File: src/rtl/cuc_pkg.sv
// package: constants, payload types and helpers for the ccd column unscrambler
`default_nettype none
package cuc_pkg;

   localparam int MAP_DEPTH      = 8544;
   localparam int FIXED_OUT_SIZE = 4096;
   localparam int ROW_LIMIT      = 8192;
   localparam int MAP_IDX_W      = (MAP_DEPTH > 1) ? $clog2(MAP_DEPTH) : 1;
   localparam int QUEUE_DEPTH    = 4;
   localparam int QPTR_W         = $clog2(QUEUE_DEPTH);
   localparam int QCNT_W         = $clog2(QUEUE_DEPTH + 1);
   localparam int CSR_ADDR_W     = 4;

   localparam logic [1:0] MODE_PASS = 2'd0;
   localparam logic [1:0] MODE_KEEP = 2'd1;
   localparam logic [1:0] MODE_DROP = 2'd2;

   localparam logic KIND_MAP   = 1'b0;
   localparam logic KIND_PIXEL = 1'b1;

   localparam logic [1:0] REG_MODE      = 2'd0;
   localparam logic [1:0] REG_IN_WIDTH  = 2'd1;
   localparam logic [1:0] REG_IN_HEIGHT = 2'd2;

   localparam logic [1:0]  MODE_RESET      = MODE_PASS;
   localparam logic [13:0] IN_WIDTH_RESET  = 14'd8544;
   localparam logic [13:0] IN_HEIGHT_RESET = 14'd2048;

   localparam int MAP_COL_MSB = 13;
   localparam int MAP_ANC_BIT = 14;
   localparam int MAP_FLIP_BIT = 15;

   typedef struct packed {
      logic               kind;
      logic [13:0]        map_index;
      logic [15:0]        map_value;
      logic signed [15:0] pixel_value;
   } req_type;

   typedef struct packed {
      logic [26:0]        write_address;
      logic signed [15:0] pixel_out;
      logic               write_enable;
      logic               out_of_range;
      logic               frame_last;
   } rsp_type;

   typedef struct packed {
      logic [15:0]        entry;
      logic [13:0]        col;
      logic [12:0]        row;
      logic signed [15:0] pixel;
      logic               last;
   } q_entry_type;

   typedef struct packed {
      logic        valid;
      q_entry_type data;
   } q_push_type;

   function automatic logic [14:0] eff_width(input logic [13:0] w);
      logic [14:0] v;
      v = {1'b0, w};
      if (v == 15'd0) v = 15'd1;
      if (v > 15'(MAP_DEPTH)) v = 15'(MAP_DEPTH);
      return v;
   endfunction

   function automatic logic [13:0] eff_height(input logic [13:0] h);
      logic [13:0] v;
      v = h;
      if (v == 14'd0) v = 14'd1;
      if (v > 14'(ROW_LIMIT)) v = 14'(ROW_LIMIT);
      return v;
   endfunction

endpackage
`default_nettype wire

File: src/rtl/cuc_back.sv
// back end: target row and column, range check, address multiply, result register
`default_nettype none
module cuc_back (
   input  wire logic                  clock,
   input  wire logic                  reset,
   input  wire logic                  head_valid,
   input  wire cuc_pkg::q_entry_type  head,
   output logic                       pop,
   input  wire logic [1:0]            cfg_mode,
   input  wire logic [13:0]           cfg_in_width,
   input  wire logic [13:0]           cfg_in_height,
   output logic                       rsp_valid,
   input  wire logic                  rsp_stall,
   output cuc_pkg::rsp_type           rsp_data
);

   localparam logic [14:0] FIXED_W = 15'(cuc_pkg::FIXED_OUT_SIZE);

   logic        advance;
   logic [14:0] w;
   logic [13:0] h;
   logic [14:0] ow;
   logic signed [16:0] oh_s, row_s, y_s;
   logic [13:0] x;
   logic        drop, oor_in, we_in;

   logic        a_valid_ff;
   logic [13:0] a_y_ff;
   logic [14:0] a_ow_ff;
   logic [13:0] a_x_ff;
   logic        a_we_ff, a_oor_ff, a_last_ff;
   logic signed [15:0] a_pixel_ff;

   logic [28:0] prod;
   logic [28:0] sum;
   logic        rsp_valid_ff;
   cuc_pkg::rsp_type rsp_data_ff, rsp_data_in;

   assign advance = !rsp_valid_ff || !rsp_stall;
   assign pop     = advance && head_valid;

   assign w     = cuc_pkg::eff_width(cfg_in_width);
   assign h     = cuc_pkg::eff_height(cfg_in_height);
   assign row_s = $signed({4'b0000, head.row});

   always_comb begin
      drop = 1'b0;
      unique case (cfg_mode)
         cuc_pkg::MODE_KEEP: begin
            ow   = {1'b0, w[14:1]};
            oh_s = $signed({2'b00, h, 1'b0});
            x    = head.entry[cuc_pkg::MAP_COL_MSB:0];
            y_s  = head.entry[cuc_pkg::MAP_FLIP_BIT] ? oh_s - 17'sd1 - row_s : row_s;
         end
         cuc_pkg::MODE_DROP: begin
            ow   = FIXED_W;
            oh_s = $signed({2'b00, FIXED_W});
            x    = head.entry[cuc_pkg::MAP_COL_MSB:0];
            y_s  = head.entry[cuc_pkg::MAP_FLIP_BIT] ? oh_s - 17'sd1 - row_s : row_s;
            drop = head.entry[cuc_pkg::MAP_ANC_BIT];
         end
         default: begin
            ow   = w;
            oh_s = $signed({3'b000, h});
            x    = head.col;
            y_s  = row_s;
         end
      endcase
      oor_in = !drop && (({1'b0, x} >= ow) || (y_s < 17'sd0) || (y_s >= oh_s));
      we_in  = !drop && !oor_in;
   end

   assign prod = 29'(a_y_ff) * 29'(a_ow_ff);
   assign sum  = prod + 29'(a_x_ff);

   always_comb begin
      rsp_data_in.write_address = a_we_ff ? sum[26:0] : 27'd0;
      rsp_data_in.pixel_out     = a_pixel_ff;
      rsp_data_in.write_enable  = a_we_ff;
      rsp_data_in.out_of_range  = a_oor_ff;
      rsp_data_in.frame_last    = a_last_ff;
   end

   always_ff @(posedge clock) begin
      if (reset) begin
         a_valid_ff   <= 1'b0;
         rsp_valid_ff <= 1'b0;
      end else if (advance) begin
         a_valid_ff   <= head_valid;
         rsp_valid_ff <= a_valid_ff;
      end
   end

   always_ff @(posedge clock) begin
      if (advance) begin
         a_y_ff      <= y_s[13:0];
         a_ow_ff     <= ow;
         a_x_ff      <= x;
         a_we_ff     <= we_in;
         a_oor_ff    <= oor_in;
         a_last_ff   <= head.last;
         a_pixel_ff  <= head.pixel;
         rsp_data_ff <= rsp_data_in;
      end
   end

   assign rsp_valid = rsp_valid_ff;
   assign rsp_data  = rsp_data_ff;

   a_flags_exclusive: assert property (@(posedge clock) disable iff (reset)
      rsp_valid_ff |-> !(rsp_data_ff.write_enable && rsp_data_ff.out_of_range))
      else $error("write enabled on an out of range target");

   a_blocked_address_zero: assert property (@(posedge clock) disable iff (reset)
      (rsp_valid_ff && !rsp_data_ff.write_enable) |-> (rsp_data_ff.write_address == 27'd0))
      else $error("nonzero address on a blocked write");

endmodule
`default_nettype wire
File: config.mk
export PLATFORM = sky130hd
export DESIGN_NAME = cuc_back
export DESIGN_NICKNAME = d
export VERILOG_FILES = /design/src/rtl/cuc_pkg.sv /design/src/rtl/cuc_back.sv
export SDC_FILE = /design/constraint.sdc
export NUM_CORES = 1
export LEC_CHECK = 0
export BUFFER_PORTS_ARGS = -buffer_cell sky130_fd_sc_hd__buf_2
export CAP_MARGIN = 40
export CORE_ASPECT_RATIO = 0.6
export CORE_MARGIN = 3
export CORE_UTILIZATION = 50
export DETAILED_ROUTE_END_ITERATION = 16
export PLACE_DENSITY = 0.69
export SLEW_MARGIN = 20
export SYNTH_ARGS = -nofsm -noshare
export SYNTH_HDL_FRONTEND = slang
export SYNTH_SLANG_ARGS = --single-unit
File: constraint.sdc
create_clock -name clock -period 10.6 [get_ports clock]
set_input_delay 1.06 -clock clock [delete_from_list [all_inputs] [get_ports clock]]
set_output_delay 1.06 -clock clock [all_outputs]
set_load 0.02 [all_outputs]
Word level (Yosys, flattened, before mapping)
Index checks and enable logic that the tools add are counted.
W data, S select, Z words.
{"block": "op_classes", "eq_ne": 2, "addsub": 4, "n_mux": 11, "mul": 1, "n_reduce_logical": 13, "magnitude_cmp": 5}
{"operator": "$pmux W15 S2", "n": 2}
{"operator": "$mux W14", "n": 4}
{"operator": "$mux W17", "n": 2}
{"operator": "$pmux W17 S2", "n": 1}
{"operator": "$logic_not A14 Y1", "n": 2}
{"operator": "$add A27 B14 Y27", "n": 1}
{"operator": "$mul A14 B15 Y27", "n": 1}
{"operator": "$ge A17 B17 Y1", "n": 1}
{"operator": "$lt A17 B1 Y1 const B", "n": 1}
{"operator": "$sub A16 B14 Y17", "n": 1}
{"operator": "$sub A15 B1 Y16 const B", "n": 1}
{"operator": "$ge A14 B15 Y1", "n": 1}
{"operator": "$gt A15 B14 Y1 const B", "n": 1}
{"operator": "$mux W15", "n": 1}
{"operator": "$gt A14 B14 Y1 const B", "n": 1}
{"operator": "$sub A12 B13 Y14 const A", "n": 1}
{"operator": "$logic_not A1 Y1", "n": 4}
{"operator": "$logic_and A1 B1 Y1", "n": 3}
{"operator": "$logic_or A1 B1 Y1", "n": 3}
{"operator": "$eq A2 B1 Y1 const B", "n": 1}
{"operator": "$eq A2 B2 Y1 const B", "n": 1}
{"operator": "$reduce_or A2 Y1", "n": 1}
{"operator": "$mux W1", "n": 1}
{"block": "word_totals", "register_bits": 110, "elab_cells": 50, "inputBits": 94}

Logic depth before layout (Yosys ltp)
{"block": "depth", "ltp_word": 14, "ltp_mapped": 28, "depth_no_buf": 26}

Worst setup path after synthesis
No wires, ideal clock.
{"block": "synth_timing", "path_kind": "reg-to-reg", "startpoint": "register a_y_ff[13]", "endpoint": "register rsp_data_ff, in the netlist rsp_data[42], data pin", "setup_slack_ps": 4717, "required_ps": 10326, "setup_time_ps": 274, "stages_incl_launch_ff": 20, "arrival_ps": 5609, "path_cell_list": "edfxtp_1 clkbuf_1 nand2_1 fa_1 inv_1 fa_1 fa_1 inv_1 fa_1 inv_1 fa_1 fa_1 ha_1 a21o_2 a221oi_1 nor2_1 a221o_1 nor4_1 or2_2 o311ai_2"}
{"block": "synth_between", "elab_chain_len": 2}
{"element": "start: declaration", "line": "cuc_back.sv:28", "text": "logic [13:0] a_y_ff;"}
{"element": "start signal: assignment", "line": "cuc_back.sv:96", "text": "a_y_ff <= y_s[13:0];"}
{"element": "$mul A14 B15 Y27", "line": "cuc_back.sv:73", "text": "assign prod = 29'(a_y_ff) * 29'(a_ow_ff);"}
{"element": "$add A27 B14 Y27", "line": "cuc_back.sv:74", "text": "assign sum = prod + 29'(a_x_ff);"}
{"element": "end signal: assignment", "line": "cuc_back.sv:103", "text": "rsp_data_ff <= rsp_data_in;"}
{"element": "end: declaration", "line": "cuc_back.sv:37", "text": "cuc_pkg::rsp_type rsp_data_ff, rsp_data_in;"}
Every way passes these cells.
A chain may end at the register's enable or synchronous reset.

Final worst setup path
{"block": "layout_timing", "startpoint": "register a_ow_ff[6]", "endpoint": "register rsp_data_ff, in the netlist rsp_data[42], data pin"}
{"block": "layout_between", "elab_chain_len": 2}
{"element": "start: declaration", "line": "cuc_back.sv:29", "text": "logic [14:0] a_ow_ff;"}
{"element": "start signal: assignment", "line": "cuc_back.sv:97", "text": "a_ow_ff <= ow;"}
{"element": "$mul A14 B15 Y27", "line": "cuc_back.sv:73"}
{"element": "$add A27 B14 Y27", "line": "cuc_back.sv:74"}
Every way passes these cells.

==> run metrics <==
dpl ws=3960 ps; vias=9603; die area=0.0272 mm^2; part of the cycle the worst path needs=0.634; GP Congestion=0.928; measured slew at the worst slew-check pin=778 ps; initial antenna violation count=0; clk_lat worst skew=370 ps; number of fill cells=~2200; Final min period=between 6000 and 7000 ps; top cells by area, synth=edfxtp_1 (25%), fa_1 (24%), ha_1 (13%); Post-CTS Hold Fix Bufs=0; Setup TNS=0 ps; post_cts resized=0; status=completed; RSZ-0062 raised after global routing=false; Power Dens Cells=231 mW/mm^2; Final nets=1761; Total GRT Usage=0.238; required time of the critical path=roughly 11000 ps; layout cell share with drive strength beyond 1=0.141; max frequency=0.149 GHz; final hold slack=~420 ps; Main synth FF type=edfxtp_1; crit path cell chain=nand2_1 -> fa_1 -> inv_1 -> fa_1 -> inv_1 -> fa_1 -> inv_1 -> fa_1 -> fa_1 -> fa_1 -> ha_1 -> a21o_1 -> a221oi_1 -> o211ai_1 -> a221o_1 -> nor4_1 -> or2_2 -> o311ai_2; most frequent cells in the layout=inv_1 (196), nand2_1 (175), fa_1 (154); post-layout util=0.567; Min-Delay Path Class=flop to flop; vias in the first global route=approximately 9400; H-tree Lvls=3; area delta synth->final=10.1%; Max Slew Vio Count=0; gr ovfl total=0; post-DP HPWL=25200 um; drc violations=0; Max VDD drop=approximately 0.00022 V; multi-input logic area=0.00845 mm^2; largest net degree at the start of global routing=56; post-DR wirelength/cell=between 15 and 20 um; cell area after synthesis=about 0.013 mm^2; first drt pass iteration count=5; Post-Synthesis Cells=1269; cts bufs inserted=9; Critical Path AT=about 6800 ps; Synth top area share=0.255; CTS tree=yes; worst hold start=a_pixel_ff[2]; buffers added on ports=~140; number of synthesized flops with an enable pin=107; min setup slack post-route=3880 ps; CP delay by family, top=adder cells; Pleak=between 6 and 7 nW; Avg Inst Size Synth=9.94 um^2; Sink Count=roughly 110; Sequential Area=0.00325 mm^2; Max Cap Violations=0; Worst Setup SP=a_ow_ff[6]; CP endpoint kind=flop; Cells after DPL=1691; max-slew headroom at the worst pin=0.481; CP Class=flop to flop; Chip Height=129 um; initial drt markers=797; Worst setup SP type=flop; number of synthesized register bits=109; final WL=31900 um; commonest non-fill, non-tap cell in the layout=inv_1; Synth area leader=edfxtp_1; detail-routed via count per cell=5.63; Core Box Area=about 0.024 mm^2; Max stage delay on crit path=~740 ps; syn nets=1650; Buf/Inv on CP=3; sequential fraction of the synthesis area=0.258; setup repair bufs after CTS=0; die width=211 um; Final Hold Violating Endpoints=0; clk slew on worst S/H paths=80 ps; ant diodes=0; cell mode on critical path=fa_1; Worst R2R Start=a_ow_ff[6]; Max Clock Skew=about 12 ps; first-pass GRT wire length=50800 um; Antenna Violating Nets Remaining=0; yosys warns=0; ys async rst share=0; I/O pins=between 100 and 150; Cell Rows=44; fin cells=1707; starting density of the core=0.515; clk buf depth=2; distinct cell type count of the synthesized netlist=66; crit-path max FO=14; slowest cell on the critical path=edfxtp_1; # setup viols final=0; CTS Root Cell=clkbuf_16
where the power goes:
group	total, W	switching, W	internal [W]
logic	0.00220	0.00131	0.000892
registers	0.000648	0.0000764	0.000571
clock network	0.000354	0.000170	0.000184
layer usage:
layer / track usage / part of all wire
met5: 0 / 0
met3: 0.0607 / 0.076
met2: 0.340 / 0.42
met4: 0.0397 / 0.0091
met1: 0.372 / 0.50
flip-flops by register name, summed over array words and instances, names as in the netlist:
| register | count |
|---|---|
| a_ow_ff | 14 |
| a_pixel_ff | 16 |
| a_we_ff | 1 |
| a_last_ff | 1 |
| a_oor_ff | 1 |
| a_valid_ff | 1 |
| rsp_data | 46 |
| rsp_valid | 1 |
| a_x_ff | 14 |
| a_y_ff | 14 |
synthesized netlist by cell type (all sizes together) (14+ instances only):
| cell type | instances |
|---|---|
| edfxtp | 107 |
| nor2 | 38 |
| clkbuf | 43 |
| ha | 133 |
| a22oi | 15 |
| o21ai | 43 |
| xnor2 | 20 |
| nor3 | 14 |
| fa | 154 |
| and2 | 82 |
| a21oi | 45 |
| inv | 196 |
| nand2 | 176 |
path summary, 6_finish.rpt:
path	slack, ps	endpoint	cells after the start
hold reg to reg	420	rsp_data[5]	0
hold / removal	420	rsp_data[5]	0
setup / recovery	3880	rsp_data[42]	18
setup reg to reg	3880	rsp_data[42]	18
area by class of cell:
| cell class | instances | share of cell area |
|---|---|---|
| multi-input cells | 917 | 0.608 |
| inverters | 197 | 0.0532 |
| clock buffers | 9 | 0.0162 |
| flip-flops and latches | 109 | 0.234 |
| repair buffers | 146 | 0.0535 |
| clock inverters | 7 | 0.00532 |
| well taps | 322 | 0.0290 |
logic make-up (layout without fill, tap and decap cells):
family          after synthesis  after routing  synth area share
xor+xnor                     32             32            0.0222
fa+ha+maj                   287            287             0.376
buf+inv                     243            359            0.0724
flops                       109            109             0.258
simple gates                379            379             0.144
mux                          17             17            0.0148
compound gates              202            202             0.112
worst register-to-register path, delay by kind of cell (launching register included):
| family | cells | cell delay (ps) |
|---|---|---|
| AND/OR/NAND/NOR | 3 | 620 |
| buffers and inverters | 3 | 160 |
| AO/OA/AOI/OAI | 5 | 1460 |
| adder cells (fa/ha/maj) | 7 | 3500 |
| flip-flops | 1 | 740 |
through the flow:
stage / total power [W] / cell area (um^2)
after global routing: 0.00351 / 13900
final: 0.00320 / 13900
after global placement: 0.00277 / 13600
after detailed placement: 0.00281 / 13600
after floorplan: 0.00225 / 12600
after CTS: 0.00320 / 13900
(Power assumes the default switching activity.)
