`src/rtl/cuc_pkg.sv`:
```
// package: constants, payload types and helpers for the ccd column unscrambler
`default_nettype none
package cuc_pkg;

   localparam int MAP_DEPTH      = 8544;
   localparam int FIXED_OUT_SIZE = 4096;
   localparam int ROW_LIMIT      = 8192;
   localparam int MAP_IDX_W      = (MAP_DEPTH > 1) ? $clog2(MAP_DEPTH) : 1;
   localparam int QUEUE_DEPTH    = 4;
   localparam int QPTR_W         = $clog2(QUEUE_DEPTH);
   localparam int QCNT_W         = $clog2(QUEUE_DEPTH + 1);
   localparam int CSR_ADDR_W     = 4;

   localparam logic [1:0] MODE_PASS = 2'd0;
   localparam logic [1:0] MODE_KEEP = 2'd1;
   localparam logic [1:0] MODE_DROP = 2'd2;

   localparam logic KIND_MAP   = 1'b0;
   localparam logic KIND_PIXEL = 1'b1;

   localparam logic [1:0] REG_MODE      = 2'd0;
   localparam logic [1:0] REG_IN_WIDTH  = 2'd1;
   localparam logic [1:0] REG_IN_HEIGHT = 2'd2;

   localparam logic [1:0]  MODE_RESET      = MODE_PASS;
   localparam logic [13:0] IN_WIDTH_RESET  = 14'd8544;
   localparam logic [13:0] IN_HEIGHT_RESET = 14'd2048;

   localparam int MAP_COL_MSB = 13;
   localparam int MAP_ANC_BIT = 14;
   localparam int MAP_FLIP_BIT = 15;

   typedef struct packed {
      logic               kind;
      logic [13:0]        map_index;
      logic [15:0]        map_value;
      logic signed [15:0] pixel_value;
   } req_type;

   typedef struct packed {
      logic [26:0]        write_address;
      logic signed [15:0] pixel_out;
      logic               write_enable;
      logic               out_of_range;
      logic               frame_last;
   } rsp_type;

   typedef struct packed {
      logic [15:0]        entry;
      logic [13:0]        col;
      logic [12:0]        row;
      logic signed [15:0] pixel;
      logic               last;
   } q_entry_type;

   typedef struct packed {
      logic        valid;
      q_entry_type data;
   } q_push_type;

   function automatic logic [14:0] eff_width(input logic [13:0] w);
      logic [14:0] v;
      v = {1'b0, w};
      if (v == 15'd0) v = 15'd1;
      if (v > 15'(MAP_DEPTH)) v = 15'(MAP_DEPTH);
      return v;
   endfunction

   function automatic logic [13:0] eff_height(input logic [13:0] h);
      logic [13:0] v;
      v = h;
      if (v == 14'd0) v = 14'd1;
      if (v > 14'(ROW_LIMIT)) v = 14'(ROW_LIMIT);
      return v;
   endfunction

endpackage
`default_nettype wire

```
`src/rtl/cuc_queue.sv`:
```
// short queue between the front end and the address back end
`default_nettype none
module cuc_queue (
   input  wire logic                       clock,
   input  wire logic                       reset,
   input  wire cuc_pkg::q_push_type        push,
   input  wire logic                       pop,
   output logic                            head_valid,
   output cuc_pkg::q_entry_type            head,
   output logic [cuc_pkg::QCNT_W-1:0]      count
);

   cuc_pkg::q_entry_type slots_ff [cuc_pkg::QUEUE_DEPTH];
   logic [cuc_pkg::QPTR_W-1:0] wr_ptr_ff, wr_ptr_in;
   logic [cuc_pkg::QPTR_W-1:0] rd_ptr_ff, rd_ptr_in;
   logic [cuc_pkg::QCNT_W-1:0] count_ff, count_in;
   logic do_pop;

   localparam logic [cuc_pkg::QPTR_W-1:0] LAST_SLOT =
      cuc_pkg::QPTR_W'(cuc_pkg::QUEUE_DEPTH - 1);

   assign do_pop     = pop && (count_ff != '0);
   assign head_valid = count_ff != '0;
   assign head       = slots_ff[rd_ptr_ff];
   assign count      = count_ff;

   always_comb begin
      wr_ptr_in = wr_ptr_ff;
      rd_ptr_in = rd_ptr_ff;
      count_in  = count_ff;
      if (push.valid) begin
         wr_ptr_in = (wr_ptr_ff == LAST_SLOT) ? '0 : wr_ptr_ff + 1'b1;
      end
      if (do_pop) begin
         rd_ptr_in = (rd_ptr_ff == LAST_SLOT) ? '0 : rd_ptr_ff + 1'b1;
      end
      if (push.valid && !do_pop) begin
         count_in = count_ff + 1'b1;
      end else if (!push.valid && do_pop) begin
         count_in = count_ff - 1'b1;
      end
   end

   always_ff @(posedge clock) begin
      if (reset) begin
         wr_ptr_ff <= '0;
         rd_ptr_ff <= '0;
         count_ff  <= '0;
      end else begin
         wr_ptr_ff <= wr_ptr_in;
         rd_ptr_ff <= rd_ptr_in;
         count_ff  <= count_in;
      end
   end

   always_ff @(posedge clock) begin
      if (push.valid) begin
         slots_ff[wr_ptr_ff] <= push.data;
      end
   end

   a_no_overflow: assert property (@(posedge clock) disable iff (reset)
      !(push.valid && !do_pop && (count_ff == cuc_pkg::QCNT_W'(cuc_pkg::QUEUE_DEPTH))))
      else $error("push into a full queue");

endmodule
`default_nettype wire

```
`config.mk`:
```
export PLATFORM = sky130hd
export DESIGN_NAME = cuc_queue
export DESIGN_NICKNAME = d
export VERILOG_FILES = /design/src/rtl/cuc_pkg.sv /design/src/rtl/cuc_queue.sv
export SDC_FILE = /design/constraint.sdc
export NUM_CORES = 1
export LEC_CHECK = 0
export ABC_AREA = 1
export BUFFER_PORTS_ARGS = -buffer_cell sky130_fd_sc_hd__buf_4
export CORE_UTILIZATION = 50
export DETAILED_ROUTE_END_ITERATION = 16
export PLACE_DENSITY = 0.7
export SLEW_MARGIN = 0
export SYNTH_ARGS = -nofsm -noshare
export SYNTH_HDL_FRONTEND = slang
export SYNTH_SLANG_ARGS = --single-unit
```
`constraint.sdc`:
```
create_clock -name clock -period 3.9 [get_ports clock]
set_input_delay 0.39 -clock clock [delete_from_list [all_inputs] [get_ports clock]]
set_output_delay 0.39 -clock clock [all_outputs]
set_load 0.05 [all_outputs]
```
# After elaboration in Yosys (flattened, before gate mapping)
# Memories as Yosys holds them, arrays and structs flattened. A register that Yosys moved wholly into a read port is not among the register bits.
# Cells that the tools add are included.
# totals
reg_bits,7
elab_cells,25
ram_bits,240
memories,1
input_bits,64
# mem_list
memory,depth,width,rd,rd_clocked_by_memory_dff,wr,line_no,source
slots_ff,4,60,1,1,1,cuc_queue.sv:13,cuc_pkg::q_entry_type slots_ff [cuc_pkg::QUEUE_DEPTH];
# op_classes
n_eq_ne,2
muxes,8
n_reduce_logical,7
add_sub_neg,4
# op_table
operator,count
two-way mux 2 bit,4
two-way mux 3 bit,2
adder 2 x 1 -> 2 bit (second input constant),2
equality test 2 bit (second input constant),2
adder 3 x 1 -> 3 bit (second input constant),1
logical AND 1 bit,3
nonzero test 3 bit,1
subtractor 3 x 1 -> 3 bit (second input constant),1
logical NOT 1 bit,2
two-way mux 1 bit,2
nonzero test 2 bit,1

# Depth between registers and ports, before layout
# Gate-level depths: netlist of run 1.
# logic_depth
ltp_word,5
mapped_depth,12

# Worst setup path after synthesis of run 1
# No wires, ideal clock.
# synth_timing
path_type,reg-to-reg
start,register count_ff (netlist bit count[1])
end,register count_ff (netlist bit count[1])
path_stages_with_launch,9
setup_slack_ns,1.564
required_ns,3.784
setup_time_ns,0.116
synth_period_minus_slack_ns,2.336
arrival_time_ns,2.220
path_cell_list,dfxtp_1 -> nor2_1 -> nand2_1 -> nand2_1 -> ha_1 -> inv_1 -> fa_1 -> o21ai_0 -> nor2_1
# synth_between
elab_chain_cells,5
elab_cells_between_ends,10
# synth_lines
element,line_no,source
"start, declared",cuc_queue.sv:16,"logic [cuc_pkg::QCNT_W-1:0] count_ff, count_in;"
"start signal, assigned",cuc_queue.sv:52,count_ff <= count_in;
nonzero test 3 bit,--,
via head_valid,cuc_queue.sv:8,"output logic head_valid,"
logical AND 1 bit,cuc_queue.sv:22,assign do_pop = pop && (count_ff != '0);
logical NOT 1 bit,cuc_queue.sv:37,if (push.valid && !do_pop) begin
logical AND 1 bit,cuc_queue.sv:37,
two-way mux 3 bit,cuc_queue.sv:37,
"via count_in, one bit",cuc_queue.sv:16,
# The timed path passes the listed nets, and every way through them passes these cells. The select of a mux whose other input is x is not followed.
# A chain may end at the register's enable or synchronous reset.

==> flow_metrics.tcl, run 1 <==
set metrics [dict create \
    track_usage_pct 20.0 \
    leakagePower_nw 4.08 \
    worst_pin_slew_ns 1.20 \
    ys_warn_count 0 \
    ctsHoldBuffers 0 \
    antennaDiodeCount 0 \
    fmax_ghz 0.330 \
    fin_crit_ns 3.03 \
    vias_per_cell 5.57 \
    synth-compound-area-share_pct 11.8 \
    fin_skew_ns 0.00914 \
    grt_max_degree 89 \
    setup_viol 0 \
    ctsResizeCount 0 \
    worst_ep_required_time_ns 3.51 \
    cp-end-kind "output pin" \
    path_common_cell "buf_4" \
    synth-edff-count 240 \
    rsz0062_at_grt "false" \
    pin_count 128 \
    coreArea_sq_um 18700 \
    drtIter0Drc 362 \
    multi_input_area_sq_um 1840 \
    peakVddDrop_uv 489 \
    die_x_microns 140 \
    final_hold_viol_count 0 \
    final_cell_mix "240 x edfxtp_1, 138 x buf_4, 110 x nor2_1" \
    min_path_type "input port to flop" \
    path_class "flop to output pin" \
    fin_crit_sh_pct 77.8 \
    synthMuxAreaShare_pct 0 \
    totalWireLength_microns 19800 \
    cts_root_buf "clkbuf_16" \
    antenna_found_initial 0 \
    port_buffers 127 \
    clk_latency_ns 0.51 \
    startpoint_type "flop" \
    synth_top_family_by_area "compound AO/OA/AOI/OAI gates" \
    ys_ff_latch 249 \
    slowest_stage "inv_4" \
    grt_first_pass_wirelength_microns 30100 \
    critical_path.max_fanout 62 \
    fp.dieH_microns 140 \
    cts.sinks 249 \
    wl_per_cell_microns 19.3 \
    firstDrtPassIters 7 \
    grt_overflow 0 \
    finalMaxSlewViolations 0 \
    cap_violations 0 \
    crit_arrival_ns 2.64 \
    num_vias 5694 \
    synth-simple-area-share_pct 6.40 \
    fin_nets 841 \
    async_reset_ff_share_pct 0 \
    rows 50 \
    syn_area_sq_um 9540 \
    cts_buffers 25 \
    slew_headroom_pct 19.8 \
    avgSynthCellArea_sq_um 14.8 \
    clockBufferDepth 3 \
    h-tree-depth 1 \
    gp_congestion 0.805 \
    clk_pin_slew_ns 0.06 \
    worstPathCellList "inv_4 -> buf_4 -> o21ai_0 -> o22ai_2 -> buf_4" \
    ant_nets 0 \
    syn_inst 643 \
    regArea_sq_um 7390 \
    setup_tns_ns 0 \
    syn_to_final_growth_pct 20.2 \
    post-route-cell-area_sq_um 11500 \
    hpwlAfterDp_microns 11000 \
    drive_above_1_share_pct 28.0 \
    fill_cells 1407 \
    dieArea_sq_um 19600 \
    ys_seq_area_share_pct 77.4 \
    ys_types 23 \
    max_stage_delay_ns 0.57 \
    layout_setup_ws_ns 0.865 \
    cts_setup_buffers 0 \
    synth-xor-area-share_pct 0.0918 \
    status "finished, final reports clean" \
    power_density_nw_per_um2 768 \
    synth_nets 714 \
    grt_pass1_vias 5790 \
    start_util_pct 51.0 \
    placed_cell_area_sq_um 10600 \
    cts_tree "done" \
    synth_adder_area_share_pct 0.997 \
    dpl_worst_slack_ns 1.35 \
    synthFlopType "edfxtp_1" \
    final_common_cell "edfxtp_1" \
    drc 0 \
]
state kept, by name (all words and copies together), names as in the netlist, named ones only:
name       cells
rd_ptr_ff      2
slots_ff     240
count          3
wr_ptr_ff      2
per-stage QoR:
| stage | cells | util, % | hold slack [ns] | total power, W |
|---|---|---|---|---|
| 3_3_place_gp | 977 | 56.8 | 0.498 | 0.00637 |
| 4_1_cts | 1023 | 61.3 | 0.0486 | 0.00887 |
| 6_report | 1023 | 61.3 | 0.0676 | 0.00881 |
| 3_5_place_dp | 977 | 56.8 | 0.527 | 0.00644 |
| 5_1_grt | 1023 | 61.3 | 0.0492 | 0.00916 |
| 2_1_floorplan | 643 | - | 0.462 | 0.00555 |
cell usage after synthesis, types with 3 or more instances:
library cell | number | share of area [%]
edfxtp_1 | 240 | 76
nor2_1 | 110 | 4.3
o21ai_0 | 82 | 4.3
o21ai_1 | 40 | 2.1
o22ai_1 | 40 | 2.6
nor2_2 | 20 | 1.3
o22ai_2 | 20 | 2.6
clkbuf_1 | 19 | 0.75
inv_1 | 15 | 0.59
nand2_1 | 13 | 0.51
buf_6 | 9 | 1.1
dfxtp_1 | 9 | 1.9
buf_2 | 7 | 0.37
ha_1 | 6 | 0.79
a21oi_1 | 3 | 0.16
buf_8 | 3 | 0.47
layer usage:
| metal | vias to the layer above | global-route usage (%) | routed length [microns] |
|---|---|---|---|
| met4 | 0 | 6.19 | 390 |
| met5 | - | 0 | 0 |
| met3 | 43 | 4.34 | 1210 |
| li1 | 2666 | - | - |
| met1 | 2815 | 24.7 | 8190 |
| met2 | 170 | 35.3 | 9980 |
layout make-up:
type | instances | area share [%]
Sequential cell | 249 | 64.5
Clock buffer | 34 | 5.92
Multi-Input combinational cell | 340 | 16.0
Inverter | 16 | 0.545
Clock inverter | 12 | 1.44
Timing Repair Buffer | 138 | 9.03
Tap cell | 234 | 2.55
critical path, delay by kind of cell, from the launching register on:
kind,cells,cell delay (ns)
AO/OA/AOI/OAI,2,0.38
buffers and inverters,3,1.30
flip-flops,1,0.45
worst paths after layout:
kind         slack, ns              end  depth (start not counted)         start
min               0.07     wr_ptr_ff[0]                          2         reset
max reg2reg       1.77  slots_ff[3][31]                          4  wr_ptr_ff[0]
min reg2reg       0.53             flop                          2  rd_ptr_ff[1]
max               0.87         head[48]                          5          flop
cells by family (layout without fill, tap and decap cells):
| group | count (synthesis) | in the layout |
|---|---|---|
| flops | 249 | 249 |
| compound gates | 185 | 185 |
| buf+inv | 54 | 200 |
| fa+ha+maj | 7 | 7 |
| xor+xnor | 1 | 1 |
| simple gates | 147 | 147 |
report_power, final:
| group | internal, W | total, W | switching, W |
|---|---|---|---|
| Combinational | 0.000880 | 0.00321 | 0.00233 |
| Clock | 0.00149 | 0.00243 | 0.000948 |
| Sequential | 0.00308 | 0.00316 | 0.0000825 |
| Total | 0.00545 | 0.00881 | 0.00336 |
No activity file was read; power rests on OpenSTA's default activity.
==> inputs of run 2 (changes only) <==
==> constraint.sdc (replaced) <==
create_clock -name clock -period 2.92 [get_ports clock]
set_input_delay 0.292 -clock clock [delete_from_list [all_inputs] [get_ports clock]]
set_output_delay 0.292 -clock clock [all_outputs]
set_load 0.05 [all_outputs]
==> flow_metrics.tcl, run 2 (synthesized netlist as in run 1, its figures left out) <==
set metrics [dict create \
    status "finished, final reports clean" \
    track_usage_pct 20.1 \
    path_class "flop to output pin" \
    h-tree-depth 1 \
    gp_congestion 0.763 \
    drtIter0Drc 297 \
    cap_violations 0 \
    syn_to_final_growth_pct 27.8 \
    leakagePower_nw 4.39 \
    grt_overflow 0 \
    die_x_microns 140 \
    stdcell_count 1089 \
    placed_cell_area_sq_um 10700 \
    rows 50 \
    cts.sinks 249 \
    antennaDiodeCount 0 \
    power_density_nw_per_um2 978 \
    min_path_type "input port to flop" \
    drive_above_1_share_pct 26.7 \
    final_common_cell "edfxtp_1" \
    critical_path.max_fanout 60 \
    rsz0062_at_grt "false" \
    grt_max_degree 121 \
    ctsResizeCount 0 \
    clk_pin_slew_ns 0.06 \
    cts_root_buf "clkbuf_16" \
    num_vias 5964 \
    top_register "slots_ff" \
    antenna_found_initial 0 \
    startpoint_type "flop" \
    grt_pass1_vias 6073 \
    start_util_pct 51.0 \
    fin_skew_ns 0.0119 \
    coreArea_sq_um 18700 \
    clk_latency_ns 0.52 \
    peakVddDrop_uv 824 \
    final_hold_viol_count 0 \
    fin_crit_ns 2.54 \
    slew_headroom_pct 52.7 \
    dieArea_sq_um 19600 \
    setup_tns_ns 0 \
    vias_per_cell 5.48 \
    crit_arrival_ns 2.25 \
    wl_per_cell_microns 18.2 \
    hpwlAfterDp_microns 11200 \
    cts_tree "done" \
    drc 0 \
    final_cell_mix "240 x edfxtp_1, 139 x buf_4, 110 x nor2_1" \
    port_buffers 127 \
    dp_cells 983 \
    cts_buffers 25 \
    cp-end-kind "output pin" \
    fin_nets 908 \
    fmax_ghz 0.393 \
    finalMaxSlewViolations 0 \
    ant_nets 0 \
    setup_viol 0 \
    grt_first_pass_wirelength_microns 30500 \
    clockBufferDepth 3 \
    fp.dieH_microns 140 \
    post-route-cell-area_sq_um 12200 \
    fin_crit_sh_pct 87.1 \
    totalWireLength_microns 19800 \
    worst_ep_required_time_ns 2.63 \
    worst_pin_slew_ns 0.709 \
    firstDrtPassIters 5 \
    largest_reg_flops 240 \
    pin_count 128 \
]
==> run 2: timing repair <==
action | CTS | global route
hold buffers | 61 | 0
setup buffers | 0 | 0
hold endpoints to repair | 242 | 0
==> run 2: cell type report <==
| cell class | count | area [sq um] |
|---|---|---|
| clock buffer | 27 | 633 |
| clock inverter | 18 | 221 |
| fill | 1291 | 6510 |
| inverter | 16 | 62.6 |
| multi-input combinational | 340 | 1840 |
| sequential | 249 | 7390 |
| tap | 234 | 293 |
| timing repair buffer | 205 | 1750 |
==> run 2: worst max-delay path: stages, from the launching register on <==
cell     delay [ns]
dfxtp_4        0.36
inv_4          0.51
buf_4          0.31
nor2_1         0.06
o22ai_1        0.24
buf_4          0.25
==> run 2: per-layer routing <==
metal,vias to the layer above,global-route usage [%],share of wire (%)
li1,2801,-,-
met1,2934,24.9,41
met2,195,35.6,51
met3,34,3.49,6.2
met4,0,7.06,1.9
met5,-,0,0
==> run 2: where the power goes <==
| part | internal [W] | switching (W) |
|---|---|---|
| Sequential | 0.00411 | 0.0000911 |
| Clock | 0.00201 | 0.00129 |
| Combinational | 0.00128 | 0.00315 |
| Total | 0.00740 | 0.00452 |
==> run 2: worst paths after layout <==
| kind | from | endpoint | slack (ns) | cells after the start |
|---|---|---|---|---|
| worst max-delay path | flop | head[26] | 0.38 | 5 |
| worst min register to register | wr_ptr_ff[1] | wr_ptr_ff[1] | 0.54 | 2 |
| worst min-delay path | pop | flop | 0.12 | 4 |
| worst max register to register | count[1] | count[2] | 1.05 | 12 |
==> run 2: through the flow <==
step           hold WS, ns  worst slack [ns]  util, %  total power, W
6_report             0.120             0.376     65.2          0.0119
4_1_cts             0.0965             0.334     65.2          0.0120
5_1_grt              0.119             0.219     65.2          0.0124
3_5_place_dp         0.491             0.886     57.4         0.00866
2_1_floorplan        0.364             0.584        -         0.00742
3_3_place_gp         0.489             0.918     57.4         0.00857
==> inputs of run 3 (changes only) <==
==> constraint.sdc (replaced) <==
create_clock -name clock -period 2.9 [get_ports clock]
set_input_delay 0.29 -clock clock [delete_from_list [all_inputs] [get_ports clock]]
set_output_delay 0.29 -clock clock [all_outputs]
set_load 0.05 [all_outputs]
==> flow_metrics.tcl, run 3 (synthesized netlist as in run 1, its figures left out) <==
set metrics [dict create \
    timing.critical_path.buf_inv 3 \
    stdcell_count 1091 \
    antenna_found_initial 0 \
    num_vias 5975 \
    clockBufferDepth 3 \
    grt_util_met3_pct 3.01 \
    fin_crit_ns 2.47 \
    grt_max_degree 65 \
    port_buffers 127 \
    fin_crit_sh_pct 85.1 \
    max_stage_delay_ns 0.44 \
    slowest_stage "inv_4" \
    slew_headroom_pct 56.7 \
    final_hold_viol_count 0 \
    path_class "flop to output pin" \
    path_common_cell "buf_4" \
    ctsHoldBuffers 61 \
    finalMaxSlewViolations 0 \
    gr-usage-met2_pct 38.2 \
    dp_cells 983 \
    grt_use_met1_pct 26.0 \
    status "finished, final reports clean" \
    antennaDiodeCount 0 \
    worst_pin_slew_ns 0.649 \
    cts_buffers 26 \
    die_x_microns 140 \
    critical_path.max_fanout 54 \
    ctsResizeCount 0 \
    final_common_cell "edfxtp_1" \
    gp_congestion 0.783 \
    wl_per_cell_microns 18.7 \
    worstPathCellList "inv_4 -> buf_4 -> o21ai_0 -> o22ai_2 -> buf_4" \
    dieArea_sq_um 19600 \
    final_util_pct 64.7 \
    min_path_type "input port to flop" \
    pin_count 128 \
    cts_setup_buffers 0 \
    hpwlAfterDp_microns 11600 \
    ant_nets 0 \
    final_cell_mix "240 x edfxtp_1, 140 x buf_4, 110 x nor2_1" \
    grt_overflow 0 \
    leakagePower_nw 4.36 \
    cts.sinks 249 \
    coreArea_sq_um 18700 \
    grt_pass1_vias 6183 \
    totalWireLength_microns 20400 \
    fin_nets 909 \
    cts_root_buf "clkbuf_16" \
    cap_violations 0 \
    vias_per_cell 5.48 \
    setup_viol 0 \
    drc 0 \
    rows 50 \
    fmax_ghz 0.405 \
    clk_pin_slew_ns 0.06 \
    peakVddDrop_uv 753 \
    firstDrtPassIters 4 \
    worst_ep_required_time_ns 2.61 \
    fp.dieH_microns 140 \
    top_register "slots_ff" \
    total_power_w 0.0117 \
    drive_above_1_share_pct 27.1 \
    start_util_pct 51.0 \
    track_usage_pct 20.9 \
    largest_reg_flops 240 \
    cp_top_family "buffers and inverters" \
    rsz0062_at_grt "false" \
    startpoint_type "flop" \
    cts_tree "done" \
    grt_first_pass_wirelength_microns 31700 \
    setup_tns_ns 0 \
    cp-end-kind "output pin" \
    h-tree-depth 1 \
    power_density_nw_per_um2 965 \
    holdCritStartpoint "pop" \
    grt-busiest-layer "met2" \
    clk_latency_ns 0.52 \
    fin_skew_ns 0.0136 \
    r2r_start "wr_ptr_ff[1]" \
    crit_arrival_ns 2.18 \
    syn_to_final_growth_pct 26.9 \
    drtIter0Drc 339 \
]
-- run 3: cell types whose count changed in the layout (fill, tap and decap cells not counted), sizes merged --
cell      previous run  this run
clkinvlp             0         2
inv                 17        16
clkbuf              27        29
bufinv               5         0
clkinv              12        16
-- run 3: worst reg2reg max path: stages, from the launching register on --
cell and delay (ns):
dfxtp_1 0.33, inv_1 0.11, ha_1 0.16, nand2_1 0.06
inv_2 0.48, buf_4 0.41
-- run 3: layer usage --
metal  up-vias  routed length [microns]
met3        23                     1000
met1      2978                     8400
li1       2796                        -
met4         0                      299
met2       178                    10700
met5         -                        0
-- run 3: through the flow --
stage          hold slack [ns]  area [sq um]  setup slack [ns]
3_5_place_dp             0.492         10700             0.965
5_1_grt                  0.112         12100             0.315
2_1_floorplan            0.362          9540             0.564
3_3_place_gp             0.489         10700             0.989
4_1_cts                 0.0754         12100             0.416
6_report                0.0856         12100             0.433
-- run 3: where the power goes --
group / internal, W / leakage, nW / switching (W)
logic: 0.00128 / 1.69 / 0.00320
clock network: 0.00169 / 0.387 / 0.00130
registers: 0.00414 / 2.28 / 0.0000732
total: 0.00711 / 4.36 / 0.00457
-- run 3: area by class of cell --
cell class,count,area [sq um]
Clock inverter,18,96.3
Inverter,16,62.6
Timing Repair Buffer,205,1740
Sequential cell,249,7390
Multi-Input combinational cell,340,1840
Clock buffer,29,683
Fill cell,1319,6600
Tap cell,234,293
-- run 3: final timing paths --
check	slack [ns]	end	cells past startpoint
hold reg to reg	0.54	flop	4
setup / recovery	0.43	head[1]	5
setup reg to reg	1.01	slots_ff[1][58]	5
hold / removal	0.09	flop	4
